### src/hw/rtl/itoa_pkg.sv
`default_nettype none

package itoa_pkg;

   localparam int VALUE_BITS_DFLT = 32;

   // format selector codes
   typedef enum logic [2:0] {
      OP_BIN      = 3'd0,
      OP_BIN_PAD  = 3'd1,
      OP_HEX_LC   = 3'd2,
      OP_HEX_UC   = 3'd3,
      OP_HEX_LC_P = 3'd4,
      OP_HEX_UC_P = 3'd5,
      OP_UDEC     = 3'd6,
      OP_SDEC     = 3'd7
   } op_type;

   localparam logic [6:0] CH_ZERO  = 7'h30;
   localparam logic [6:0] CH_MINUS = 7'h2D;
   localparam logic [6:0] CH_LA    = 7'h61;
   localparam logic [6:0] CH_UA    = 7'h41;

   // controller to datapath
   typedef struct packed {
      logic load;        // take a new value
      logic conv;        // one shift-add-3 step
      logic dload;       // move BCD digits into the output shifter
      logic shift;       // drop one leading zero digit
      logic emit_sign;   // send '-'
      logic emit_digit;  // send the top digit
   } cmd_type;

   // datapath to controller
   typedef struct packed {
      logic is_dec;
      logic pad;
      logic neg;
      logic top_zero;
      logic rem_one;
      logic slot_free;
   } sts_type;

   // decimal digits of 2^vb - 1 (log10(2) ~ 1233/4096, exact over 8..64)
   function automatic int dec_digits(int vb);
      return ((vb * 1233) >> 12) + 1;
   endfunction

   function automatic int hex_digits(int vb);
      return (vb + 3) >> 2;
   endfunction

   function automatic logic [6:0] hex_char(logic [3:0] nib, logic upper);
      logic [6:0] base;
      base = upper ? CH_UA : CH_LA;
      if (nib < 4'd10) begin
         return CH_ZERO + {3'b000, nib};
      end
      return base + {3'b000, nib} - 7'd10;
   endfunction

endpackage

`default_nettype wire

### src/hw/rtl/itoa_req_if.sv
`default_nettype none

interface itoa_req_if
   import itoa_pkg::*;
#(
   parameter int VALUE_BITS = VALUE_BITS_DFLT
);
   logic                  valid;
   logic                  ready;
   logic [2:0]            op;
   logic [VALUE_BITS-1:0] value;

   modport source (output valid, output op, output value, input ready);
   modport sink   (input valid, input op, input value, output ready);
endinterface

`default_nettype wire

### src/hw/rtl/itoa_rsp_if.sv
`default_nettype none

interface itoa_rsp_if;
   logic       valid;
   logic       ready;
   logic [6:0] ch;
   logic       last;

   modport source (output valid, output ch, output last, input ready);
   modport sink   (input valid, input ch, input last, output ready);
endinterface

`default_nettype wire

### src/hw/rtl/integer_to_ascii_formatter_top.sv
`default_nettype none

// Integer to ASCII formatter. Each req_chan transfer carries a format code (op) and a
// VALUE_BITS-wide value; the block answers with one rsp_chan transfer per ASCII character,
// most significant first, with last set on the final character. Formats: binary with
// leading zeros dropped, binary padded to VALUE_BITS digits, hex lower/upper case, either
// unpadded or padded to ceil(VALUE_BITS/4) digits, unsigned decimal, and signed decimal
// with a leading '-'. Zero gives "0" in the unpadded formats. The block works on one value
// at a time and sends one character per cycle while the output register is free. Dropped
// leading zeros are shifted out in the skip state. Decimal values first pass through the binary
// to BCD conversion, a shift-add-3 register of one digit per decimal position (10 at 32 bits)
// that consumes one value bit a cycle. A full output register holds back the sign and digits
// until the sink takes the waiting character. A character left waiting in the output
// register does not block the next value.

module integer_to_ascii_formatter_top
   import itoa_pkg::*;
#(
   parameter int VALUE_BITS = VALUE_BITS_DFLT
)(
   input  wire logic  clock,
   input  wire logic  reset,
   itoa_req_if.sink   req_chan,
   itoa_rsp_if.source rsp_chan
);

   cmd_type cmd;
   sts_type sts;
   logic    req_ready;

   // controller sequences load, conversion, sign, zero skip and character output
   itoa_ctrl u_ctrl (
      .clock     (clock),
      .reset     (reset),
      .req_valid (req_chan.valid),
      .req_ready (req_ready),
      .sts_i     (sts),
      .cmd_o     (cmd)
   );

   assign req_chan.ready = req_ready;

   // datapath holds the value, BCD digits, output shifter and output register
   itoa_dpath #(
      .VALUE_BITS (VALUE_BITS)
   ) u_dpath (
      .clock    (clock),
      .reset    (reset),
      .op_i     (req_chan.op),
      .value_i  (req_chan.value),
      .cmd_i    (cmd),
      .sts_o    (sts),
      .rsp_chan (rsp_chan)
   );

endmodule

`default_nettype wire

### src/hw/rtl/itoa_ctrl.sv
`default_nettype none

module itoa_ctrl
   import itoa_pkg::*;
(
   input  wire logic    clock,
   input  wire logic    reset,
   input  wire logic    req_valid,
   output logic         req_ready,
   input  wire sts_type sts_i,
   output cmd_type      cmd_o
);

   typedef enum logic [5:0] {
      ST_IDLE  = 6'b000001,
      ST_CONV  = 6'b000010,
      ST_DLOAD = 6'b000100,
      ST_SIGN  = 6'b001000,
      ST_SKIP  = 6'b010000,
      ST_EMIT  = 6'b100000
   } state_type;

   state_type state_ff, state_in;

   always_comb begin
      state_in  = state_ff;
      cmd_o     = '0;
      req_ready = 1'b0;
      unique case (state_ff)
         ST_IDLE: begin
            req_ready = 1'b1;
            if (req_valid) begin
               cmd_o.load = 1'b1;
               state_in   = ST_CONV;
            end
         end
         ST_CONV: begin
            if (!sts_i.is_dec) begin
               state_in = ST_SKIP;
            end else begin
               cmd_o.conv = 1'b1;
               if (sts_i.rem_one) begin
                  state_in = ST_DLOAD;
               end
            end
         end
         ST_DLOAD: begin
            cmd_o.dload = 1'b1;
            state_in    = sts_i.neg ? ST_SIGN : ST_SKIP;
         end
         ST_SIGN: begin
            if (sts_i.slot_free) begin
               cmd_o.emit_sign = 1'b1;
               state_in        = ST_SKIP;
            end
         end
         ST_SKIP: begin
            if (!sts_i.pad && sts_i.top_zero && !sts_i.rem_one) begin
               cmd_o.shift = 1'b1;
            end else begin
               state_in = ST_EMIT;
            end
         end
         ST_EMIT: begin
            if (sts_i.slot_free) begin
               cmd_o.emit_digit = 1'b1;
               if (sts_i.rem_one) begin
                  state_in = ST_IDLE;
               end
            end
         end
         default: begin
            state_in = ST_IDLE;
         end
      endcase
   end

   always_ff @(posedge clock) begin
      if (reset) begin
         state_ff <= ST_IDLE;
      end else begin
         state_ff <= state_in;
      end
   end

   a_emit_needs_slot: assert property (@(posedge clock) disable iff (reset)
      (cmd_o.emit_digit || cmd_o.emit_sign) |-> sts_i.slot_free)
      else $error("character sent while output register is occupied");

   a_sign_only_neg: assert property (@(posedge clock) disable iff (reset)
      (state_ff == ST_SIGN) |-> (sts_i.neg && sts_i.is_dec))
      else $error("sign state entered for a non-negative value");

   a_no_skip_padded: assert property (@(posedge clock) disable iff (reset)
      cmd_o.shift |-> !sts_i.pad)
      else $error("leading digit dropped in a padded format");

endmodule

`default_nettype wire

### src/hw/rtl/itoa_dpath.sv
`default_nettype none

module itoa_dpath
   import itoa_pkg::*;
#(
   parameter int VALUE_BITS = VALUE_BITS_DFLT
)(
   input  wire logic                  clock,
   input  wire logic                  reset,
   input  wire logic [2:0]            op_i,
   input  wire logic [VALUE_BITS-1:0] value_i,
   input  wire cmd_type               cmd_i,
   output sts_type                    sts_o,
   itoa_rsp_if.source                 rsp_chan
);

   localparam int DEC_DIGITS = dec_digits(VALUE_BITS);
   localparam int HEX_DIGITS = hex_digits(VALUE_BITS);
   localparam int DIG_W      = 4 * DEC_DIGITS;
   // decimal needs the most room; binary and hex align to its top
   localparam int SH_W       = DIG_W;
   localparam int RW         = $clog2(VALUE_BITS + 1);

   op_type                op_ff;
   logic                  neg_ff, neg_in;
   logic [VALUE_BITS-1:0] mag_ff, mag_in;
   logic [DIG_W-1:0]      bcd_ff, bcd_in, bcd_adj;
   logic [SH_W-1:0]       sh_ff, sh_in, sh_shifted;
   logic [RW-1:0]         rem_ff, rem_in;
   logic                  valid_ff, valid_in;
   logic [6:0]            ch_ff, ch_in;
   logic                  last_ff, last_in;

   logic                  is_bin, is_dec, pad, upper;
   logic                  ld_bin, ld_dec;
   logic [3:0]            top_nib;
   logic [6:0]            digit_ch;

   assign is_bin  = (op_ff == OP_BIN) || (op_ff == OP_BIN_PAD);
   assign is_dec  = (op_ff == OP_UDEC) || (op_ff == OP_SDEC);
   assign pad     = (op_ff == OP_BIN_PAD) || (op_ff == OP_HEX_LC_P) || (op_ff == OP_HEX_UC_P);
   assign upper   = (op_ff == OP_HEX_UC) || (op_ff == OP_HEX_UC_P);
   assign ld_bin  = (op_type'(op_i) == OP_BIN) || (op_type'(op_i) == OP_BIN_PAD);
   assign ld_dec  = (op_type'(op_i) == OP_UDEC) || (op_type'(op_i) == OP_SDEC);
   assign top_nib = sh_ff[SH_W-1 -: 4];

   always_comb begin
      for (int i = 0; i < DEC_DIGITS; i++) begin
         bcd_adj[i*4 +: 4] = (bcd_ff[i*4 +: 4] >= 4'd5) ? bcd_ff[i*4 +: 4] + 4'd3
                                                       : bcd_ff[i*4 +: 4];
      end
   end

   assign sh_shifted = is_bin ? (sh_ff << 1) : (sh_ff << 4);

   always_comb begin
      if (is_bin) begin
         digit_ch = CH_ZERO + {6'b000000, sh_ff[SH_W-1]};
      end else if (is_dec) begin
         digit_ch = CH_ZERO + {3'b000, top_nib};
      end else begin
         digit_ch = hex_char(top_nib, upper);
      end
   end

   always_comb begin
      neg_in = neg_ff;
      mag_in = mag_ff;
      bcd_in = bcd_ff;
      sh_in  = sh_ff;
      rem_in = rem_ff;
      if (cmd_i.load) begin
         neg_in = (op_type'(op_i) == OP_SDEC) && value_i[VALUE_BITS-1];
         mag_in = neg_in ? (~value_i + 1'b1) : value_i;
         bcd_in = '0;
         if (ld_bin) begin
            sh_in  = SH_W'(value_i) << (SH_W - VALUE_BITS);
            rem_in = RW'(VALUE_BITS);
         end else if (ld_dec) begin
            sh_in  = '0;
            rem_in = RW'(VALUE_BITS);
         end else begin
            sh_in  = SH_W'(value_i) << (SH_W - 4 * HEX_DIGITS);
            rem_in = RW'(HEX_DIGITS);
         end
      end else if (cmd_i.conv) begin
         bcd_in = {bcd_adj[DIG_W-2:0], mag_ff[VALUE_BITS-1]};
         mag_in = mag_ff << 1;
         rem_in = rem_ff - 1'b1;
      end else if (cmd_i.dload) begin
         sh_in  = bcd_ff;
         rem_in = RW'(DEC_DIGITS);
      end else if (cmd_i.shift || cmd_i.emit_digit) begin
         sh_in  = sh_shifted;
         rem_in = rem_ff - 1'b1;
      end
   end

   // output register: hold until the sink takes it
   always_comb begin
      valid_in = valid_ff && !rsp_chan.ready;
      ch_in    = ch_ff;
      last_in  = last_ff;
      if (cmd_i.emit_sign) begin
         valid_in = 1'b1;
         ch_in    = CH_MINUS;
         last_in  = 1'b0;
      end else if (cmd_i.emit_digit) begin
         valid_in = 1'b1;
         ch_in    = digit_ch;
         last_in  = (rem_ff == RW'(1));
      end
   end

   always_ff @(posedge clock) begin
      if (reset) begin
         valid_ff <= 1'b0;
      end else begin
         valid_ff <= valid_in;
      end
   end

   always_ff @(posedge clock) begin
      if (cmd_i.load) begin
         op_ff <= op_type'(op_i);
      end
      neg_ff  <= neg_in;
      mag_ff  <= mag_in;
      bcd_ff  <= bcd_in;
      sh_ff   <= sh_in;
      rem_ff  <= rem_in;
      ch_ff   <= ch_in;
      last_ff <= last_in;
   end

   assign sts_o.is_dec    = is_dec;
   assign sts_o.pad       = pad;
   assign sts_o.neg       = neg_ff;
   assign sts_o.top_zero  = is_bin ? !sh_ff[SH_W-1] : (top_nib == 4'd0);
   assign sts_o.rem_one   = (rem_ff == RW'(1));
   assign sts_o.slot_free = !valid_ff || rsp_chan.ready;

   assign rsp_chan.valid = valid_ff;
   assign rsp_chan.ch    = ch_ff;
   assign rsp_chan.last  = last_ff;

   a_emit_has_digit: assert property (@(posedge clock) disable iff (reset)
      (cmd_i.emit_digit || cmd_i.shift) |-> (rem_ff != '0))
      else $error("digit taken with no digits left");

   a_conv_dec_only: assert property (@(posedge clock) disable iff (reset)
      (cmd_i.conv || cmd_i.dload) |-> is_dec)
      else $error("decimal conversion run for a non-decimal format");

   a_sign_not_last: assert property (@(posedge clock) disable iff (reset)
      valid_ff |-> !(last_ff && (ch_ff == CH_MINUS)))
      else $error("text ends on a minus sign");

endmodule

`default_nettype wire

### src/flat_wrapper.sv
// flat-port wrapper written by rule: the top's interface ports become plain ports
module integer_to_ascii_formatter_top_flat import itoa_pkg::*;
#(
   parameter int VALUE_BITS = VALUE_BITS_DFLT
)
  (clock, reset, req_chan_valid, req_chan_op, req_chan_value, req_chan_ready, rsp_chan_valid, rsp_chan_ch, rsp_chan_last, rsp_chan_ready);
  itoa_req_if #(.VALUE_BITS(VALUE_BITS)) req_chan_i ();
  itoa_rsp_if rsp_chan_i ();
  input  wire logic clock;
  input  wire logic reset;
  input wire logic [$bits(req_chan_i.valid)-1:0] req_chan_valid;
  input wire logic [$bits(req_chan_i.op)-1:0] req_chan_op;
  input wire logic [$bits(req_chan_i.value)-1:0] req_chan_value;
  output wire logic [$bits(req_chan_i.ready)-1:0] req_chan_ready;
  output wire logic [$bits(rsp_chan_i.valid)-1:0] rsp_chan_valid;
  output wire logic [$bits(rsp_chan_i.ch)-1:0] rsp_chan_ch;
  output wire logic [$bits(rsp_chan_i.last)-1:0] rsp_chan_last;
  input wire logic [$bits(rsp_chan_i.ready)-1:0] rsp_chan_ready;
  assign req_chan_i.valid = req_chan_valid;
  assign req_chan_i.op = req_chan_op;
  assign req_chan_i.value = req_chan_value;
  assign req_chan_ready = req_chan_i.ready;
  assign rsp_chan_valid = rsp_chan_i.valid;
  assign rsp_chan_ch = rsp_chan_i.ch;
  assign rsp_chan_last = rsp_chan_i.last;
  assign rsp_chan_i.ready = rsp_chan_ready;
  integer_to_ascii_formatter_top #(.VALUE_BITS(VALUE_BITS)) u_core (.clock(clock), .reset(reset), .req_chan(req_chan_i), .rsp_chan(rsp_chan_i));
endmodule
### config.mk
export PLATFORM = sky130hd
export DESIGN_NAME = integer_to_ascii_formatter_top_flat
export DESIGN_NICKNAME = d
export VERILOG_FILES = /design/src/hw/rtl/itoa_pkg.sv /design/src/hw/rtl/itoa_req_if.sv /design/src/hw/rtl/itoa_rsp_if.sv /design/src/hw/rtl/integer_to_ascii_formatter_top.sv /design/src/hw/rtl/itoa_ctrl.sv /design/src/hw/rtl/itoa_dpath.sv /design/src/flat_wrapper.sv
export SDC_FILE = /design/constraint.sdc
export NUM_CORES = 1
export LEC_CHECK = 0
export BUFFER_PORTS_ARGS = -buffer_cell sky130_fd_sc_hd__buf_2
export CAP_MARGIN = 0
export CORE_ASPECT_RATIO = 1.75
export CORE_MARGIN = 2
export CORE_UTILIZATION = 45
export DETAILED_ROUTE_END_ITERATION = 8
export GPL_TIMING_DRIVEN = 0
export PLACE_DENSITY = 0.65
export SYNTH_ARGS = -nofsm -noshare
export SYNTH_HDL_FRONTEND = slang
export SYNTH_HIERARCHICAL = 1
export SYNTH_SLANG_ARGS = --single-unit
export TNS_END_PERCENT = 100
### constraint.sdc
create_clock -name clock -period 4.6 [get_ports clock]
set_input_delay 0.46 -clock clock [delete_from_list [all_inputs] [get_ports clock]]
set_output_delay 0.46 -clock clock [all_outputs]
set_load 0.05 [all_outputs]
==> flow_summary.yaml, run 1 <==
worst_setup_path:
  r2r-end: "u_core/u_dpath/sh_ff[7]$_SDFFCE_PP0P_"
  cp-startpoint: "u_core/u_ctrl/state_ff[1]$_SDFFE_PP0P_"
  critPathSlowestCell: "clkbuf_1"
  crit_top_cell: "clkbuf_1"
  cp.arrival_ns: 3.72
  timing.rr.start: "u_core/u_ctrl/state_ff[1]$_SDFFE_PP0P_"
  crit_fanout: 10
  crit_type: "reg -> reg"
  crit_path_end: "u_core/u_dpath/sh_ff[7]$_SDFFCE_PP0P_"
  max_stage_delay_ns: 0.56
  r2r_slack_ns: 1.03
  end_kind: "flip-flop"
  path_cells: "buf_6 -> nor4_1 -> and2_1 -> nand2_1 -> inv_1 -> clkbuf_1 -> clkbuf_1 -> clkbuf_1 -> nor2_1"
  crit_buf_inv: 5
  rr_worst_depth: 9
  crit_family: "buffers and inverters"
  startpoint_type: "flip-flop"
  worst-path-stages: 9
  required_ns: 4.74
finish:
  final_cells: 1246
  nFillCells: 1762
  antennaDiodeCount: 0
  seq_area_sq_mm: 0.00356
  fin_nets: 1066
  layout_common_cells: "a21oi_1, nand2_1, nor2_1"
  drive_gt1_share_pct: 11.0
  syn_to_final_growth_pct: 14.5
  layout_commonest_cell: "a21oi_1"
  multi_input_area_sq_mm: 0.00403
  utilization_pct: 52.3
floorplan:
  start_util_pct: 45.7
  coreArea_sq_mm: 0.0175
  rows: 64
  io_pins: 49
  die_w_microns: 105
  dieHeight_microns: 180
  dieArea_sq_mm: 0.0188
drt:
  viasPerCell: 5.57
  via_count: 6938
  wirelength_microns: 21100
  drt_iter0_markers: 398
  wire_per_inst_microns: 16.9
  firstDrtPassIters: 6
  drc: 0
  ant_nets: 0
flow_run:
  cap_violations: 0
timing:
  setup_violations: 0
  fin_setup_tns_ns: 0
  post-route-period-util_pct: 77.7
  max_slew_margin_pct: 36.8
  maxSlewViolCount: 0
  max_freq_mhz: 280
  setup_slack_ns: 1.03
  rsz0062_at_grt: "no"
  tightestPinTransition_ns: 0.939
  fin_crit_ns: 3.57
  hold_viol: 0
  finClkSkew_ns: 0.0120
grt:
  grt_max_degree: 34
  track_usage_pct: 22.4
  grt_pass1_wl_microns: 33500
  grt_pass1_vias: 6837
  grt_overflow_total: 0
  grt_antenna_before_repair: 0
power_and_ir_drop:
  p_leak_nw: 3.35
  powerDensity_mw_per_mm2: 372
  vdd_drop_max_uv: 246
cts:
  root_buffer: "clkbuf_16"
  ctsHtreeMaxLevel: 4
  cts-resized-gates: 0
  cts_setup_buffers: 0
  cts_tree: "built"
  cts_buffer_depth: 2
  clk_pin_slew_ns: 0.07
  clock_latency_ns: 0.43
  cts_sinks: 137
  cts_buffers: 17
  ctsHoldBuffers: 0
placement:
  io_buffers: 48
  gp_congestion: 0.858
  placedCellCount: 1214
  place_ws_ns: 1.08
  place_hpwl_microns: 15800
synth:
  netlist_instances: 934
  netlist-cell-type-count: 59
  ys_ff_latch: 137
  synth.avg_cell_area_sq_um: 8.54
  synth_edf_count: 82
  ys_async_sr_fraction_pct: 0
  synthesis.area_sq_mm: 0.00797
  yosysWarnings: 6
  syn-num-nets: 998
  yosysSeqAreaShare_pct: 44.7
  synthFlopType: "edfxtp_1"
outcome:
  outcome: "complete, no violations"
min_path:
  min_path_type: "in -> reg"
-- metrics by stage --
stage	instance area [sq um]	hold slack [ns]	total power, mW
finish	9130	0.256	3.40
global route	9130	0.232	3.54
CTS	9130	0.236	3.42
detailed placement	8530	0.466	2.03
global placement	8500	0.458	2.02
floorplan	7970	0.445	1.85
-- layout make-up --
| class | count | area share [%] |
|---|---|---|
| buffer | 58 | 2.89 |
| clock buffer | 17 | 4.66 |
| clock inverter | 15 | 1.89 |
| inverter | 35 | 1.44 |
| multi-input combinational | 704 | 44.1 |
| sequential | 137 | 39.0 |
| tap | 231 | 3.16 |
| timing repair buffer | 49 | 2.85 |
-- how the worst min path moves through the flow --
| stage | from | end | slack (ns) | cells past startpoint |
|---|---|---|---|---|
| floorplan | u_core/u_dpath/bcd_ff[39]$_SDFFE_PP0P_ | u_core/u_dpath/bcd_ff[39]$_SDFFE_PP0P_ | 0.45 | 2 |
| global placement | u_core/u_dpath/rsp_chan.ch[1]$_SDFFE_PP0P_ | u_core/u_dpath/rsp_chan.ch[1]$_SDFFE_PP0P_ | 0.46 | 2 |
| detailed placement | u_core/u_dpath/rsp_chan.ch[6]$_SDFFE_PP0P_ | u_core/u_dpath/rsp_chan.ch[6]$_SDFFE_PP0P_ | 0.47 | 2 |
| CTS | req_chan_op[0] | u_core/u_dpath/op_ff[0]$_DFFE_PP_ | 0.24 | 1 |
| global route | req_chan_op[0] | u_core/u_dpath/op_ff[0]$_DFFE_PP_ | 0.23 | 1 |
| finish | req_chan_op[0] | u_core/u_dpath/op_ff[0]$_DFFE_PP_ | 0.26 | 1 |
-- cells by family (layout without fill, tap and decap cells) --
kind of cell    count (synthesis)  after routing  share of synthesized area (%)
xor+xnor                       56             56                           6.15
mux                            16             16                           2.01
fa+ha+maj                      25             25                           3.92
compound gates                258            258                           17.7
flops                         137            137                           44.7
buf+inv                        93            174                           4.96
simple gates                  349            349                           20.5
-- synthesized netlist by cell type, types with 2 or more instances --
cell type	count	area (sq um)
or2_2	7	43.8
nor3b_1	5	37.5
nand4b_1	2	17.5
mux2i_1	16	160
inv_1	34	128
buf_4	3	22.5
nand4_1	6	37.5
nor2_1	85	319
edfxtp_1	82	2460
buf_6	3	33.8
a31oi_1	12	75.1
buf_1	6	22.5
nand2_1	142	533
nand2b_1	37	231
o31ai_1	3	22.5
or4_2	3	26.3
o21a_1	2	15.0
clkbuf_1	43	161
or4_4	2	22.5
nor4_1	8	50.1
dfxtp_1	55	1100
buf_2	2	10.0
o2111ai_1	2	17.5
a21o_1	9	67.6
or3_1	2	12.5
xnor2_1	44	385
and3_1	2	12.5
and2_1	2	12.5
nor2b_1	4	25.0
o211ai_1	9	67.6
xor2_1	12	105
nand3_1	23	115
ha_1	25	313
a21oi_1	150	751
o21ai_0	60	300
nor3_1	9	45.0
-- power by group --
part / internal [mW] / switching (mW) / leakage (nW)
clock: 0.781 / 0.613 / 0.298
combinational: 0.172 / 0.327 / 1.82
sequential: 1.45 / 0.0551 / 1.23
total: 2.40 / 0.995 / 3.35
-- sequential cells by signal, summed over array words and instances, names as in the netlist --
| name | count |
|---|---|
| u_core/u_ctrl/state_ff | 6 |
| u_core/u_dpath/bcd_ff | 40 |
| u_core/u_dpath/mag_ff | 32 |
| u_core/u_dpath/neg_ff | 1 |
| u_core/u_dpath/op_ff | 3 |
| u_core/u_dpath/rem_ff | 6 |
| u_core/u_dpath/rsp_chan.ch | 7 |
| u_core/u_dpath/rsp_chan.last | 1 |
| u_core/u_dpath/rsp_chan.valid | 1 |
| u_core/u_dpath/sh_ff | 40 |
-- metal layers --
layer | global-route usage, % | wire length, microns
met1 | 23.3 | 8210
met2 | 42.2 | 11300
met5 | 0 | 0
met3 | 3.58 | 692
met4 | 12.2 | 877
Power figures use the tool's default switching activity.
==> run 2, diff against run 1 <==
- clock period: 4.6 -> 3.5 ns (I/O delays scaled with it)
==> flow_summary.yaml, run 2 (synthesis results as in run 1) <==
outcome:
  outcome: "complete, no violations"
worst_setup_path:
  path_cells: "buf_6 -> nor4_1 -> and2_1 -> nand2_1 -> inv_1 -> clkbuf_1 -> clkbuf_2 -> o21bai_4 -> buf_16"
  r2r_slack_ns: 0.25
  rr_worst_depth: 9
  crit_type: "reg -> reg"
  max_stage_delay_ns: 0.51
  cp.arrival_ns: 3.38
  end_kind: "flip-flop"
  crit_fanout: 23
  r2r-end: "u_core/u_dpath/sh_ff[13]$_DFFE_PP_"
  required_ns: 3.63
  critPathSlowestCell: "clkbuf_1"
  cp-startpoint: "u_core/u_ctrl/state_ff[1]$_SDFFE_PP0P_"
  timing.rr.start: "u_core/u_ctrl/state_ff[1]$_SDFFE_PP0P_"
  crit_path_end: "u_core/u_dpath/sh_ff[13]$_DFFE_PP_"
  startpoint_type: "flip-flop"
drt:
  wire_per_inst_microns: 16.7
  firstDrtPassIters: 7
  drt_iter0_markers: 363
  wirelength_microns: 20900
  drc: 0
  viasPerCell: 5.53
  ant_nets: 0
  via_count: 6898
cts:
  cts_tree: "built"
  clock_latency_ns: 0.43
  ctsHtreeMaxLevel: 4
  clk_pin_slew_ns: 0.07
  ctsHoldBuffers: 0
  cts_buffers: 17
  root_buffer: "clkbuf_16"
  cts_buffer_depth: 2
  cts_sinks: 137
timing:
  max_slew_margin_pct: 37.8
  rsz0062_at_grt: "no"
  fin_crit_ns: 3.25
  finClkSkew_ns: 0.0125
  maxSlewViolCount: 0
  hold_ws_ns: 0.151
  setup_violations: 0
  post-route-period-util_pct: 92.9
  max_freq_mhz: 307
  setup_slack_ns: 0.247
  fin_setup_tns_ns: 0
  tightestPinTransition_ns: 0.932
  hold_viol: 0
min_path:
  hp-start: "req_chan_op[0]"
  min_path_type: "in -> reg"
flow_run:
  cap_violations: 0
placement:
  io_buffers: 48
  gp_congestion: 0.878
  place_ws_ns: -0.138
  placed_area_sq_mm: 0.00854
  place_hpwl_microns: 15500
floorplan:
  rows: 64
  dieHeight_microns: 180
  start_util_pct: 45.7
  coreArea_sq_mm: 0.0175
  io_pins: 49
  die_w_microns: 105
  dieArea_sq_mm: 0.0188
finish:
  drive_gt1_share_pct: 11.6
  layout_common_cells: "a21oi_1, nand2_1, nor2_1"
  fin_area_sq_mm: 0.00914
  syn_to_final_growth_pct: 14.6
  layout_commonest_cell: "a21oi_1"
  top_regs: "u_core/u_dpath/bcd_ff: 40 flops, u_core/u_dpath/sh_ff: 40 flops, u_core/u_dpath/mag_ff: 32 flops"
  antennaDiodeCount: 0
  fin_nets: 1067
grt:
  grt_antenna_before_repair: 0
  track_usage_pct: 22.6
  grt_max_degree: 34
  grt_pass1_vias: 6884
  grt_overflow_total: 0
  grt_pass1_wl_microns: 33800
power_and_ir_drop:
  powerDensity_mw_per_mm2: 483
  vdd_drop_max_uv: 341
  p_leak_nw: 3.36
  total_power_mw: 4.42
run 2: how the worst min path moves through the flow:
| stage | end | cells past startpoint |
|---|---|---|
| 6_report | u_core/u_dpath/op_ff[0]$_DFFE_PP_ | 1 |
| 5_1_grt | u_core/u_dpath/op_ff[0]$_DFFE_PP_ | 1 |
| 4_1_cts | u_core/u_dpath/op_ff[0]$_DFFE_PP_ | 1 |
| 3_5_place_dp | u_core/u_dpath/rsp_chan.ch[3]$_SDFFE_PP1P_ | 2 |
| 3_3_place_gp | u_core/u_dpath/rsp_chan.ch[1]$_SDFFE_PP0P_ | 2 |
| 2_1_floorplan | u_core/u_ctrl/state_ff[1]$_SDFFE_PP0P_ | 1 |
run 2: repair_timing:
action | 4_1_cts | 5_1_grt
endpoints found under the setup margin | 31 | 52
pin swaps | 0 | 1
gates resized for setup | 4 | 2
setup buffers | 0 | 1
run 2: critical path, delay by kind of cell (launching register included):
kind	cells	cell delay, ns
AO/OA/AOI/OAI	1	0.23
flip-flops	1	0.31
AND/OR/NAND/NOR	3	0.81
buffers and inverters	5	1.58
run 2: per-stage QoR:
step / instances / utilization [%]
4_1_cts: 1246 / 52.2
2_1_floorplan: 934 / -
6_report: 1247 / 52.4
3_5_place_dp: 1214 / 48.9
3_3_place_gp: 1213 / 48.7
5_1_grt: 1247 / 52.4
run 2: cell type report:
class,instances,area (sq um)
plain buffers,58,270
clock buffers,18,439
clock inverters,14,131
fillers,1725,8320
inverters,35,131
multi-input cells,704,4030
flip-flops and latches,137,3560
well taps,231,289
repair buffers,50,288
run 2: layer usage:
layer | track usage (%) | routed length [microns] | vias up
li1 | - | - | 3381
met1 | 24.1 | 8210 | 3259
met2 | 43.0 | 11200 | 209
met3 | 3.25 | 801 | 49
met4 | 10.8 | 707 | 0
met5 | 0 | 0 | -
run 2: report_power, final:
| part | switching [mW] | internal, mW |
|---|---|---|
| Sequential | 0.0711 | 1.90 |
| Clock | 0.761 | 1.01 |
| Combinational | 0.430 | 0.236 |
| Total | 1.26 | 3.15 |
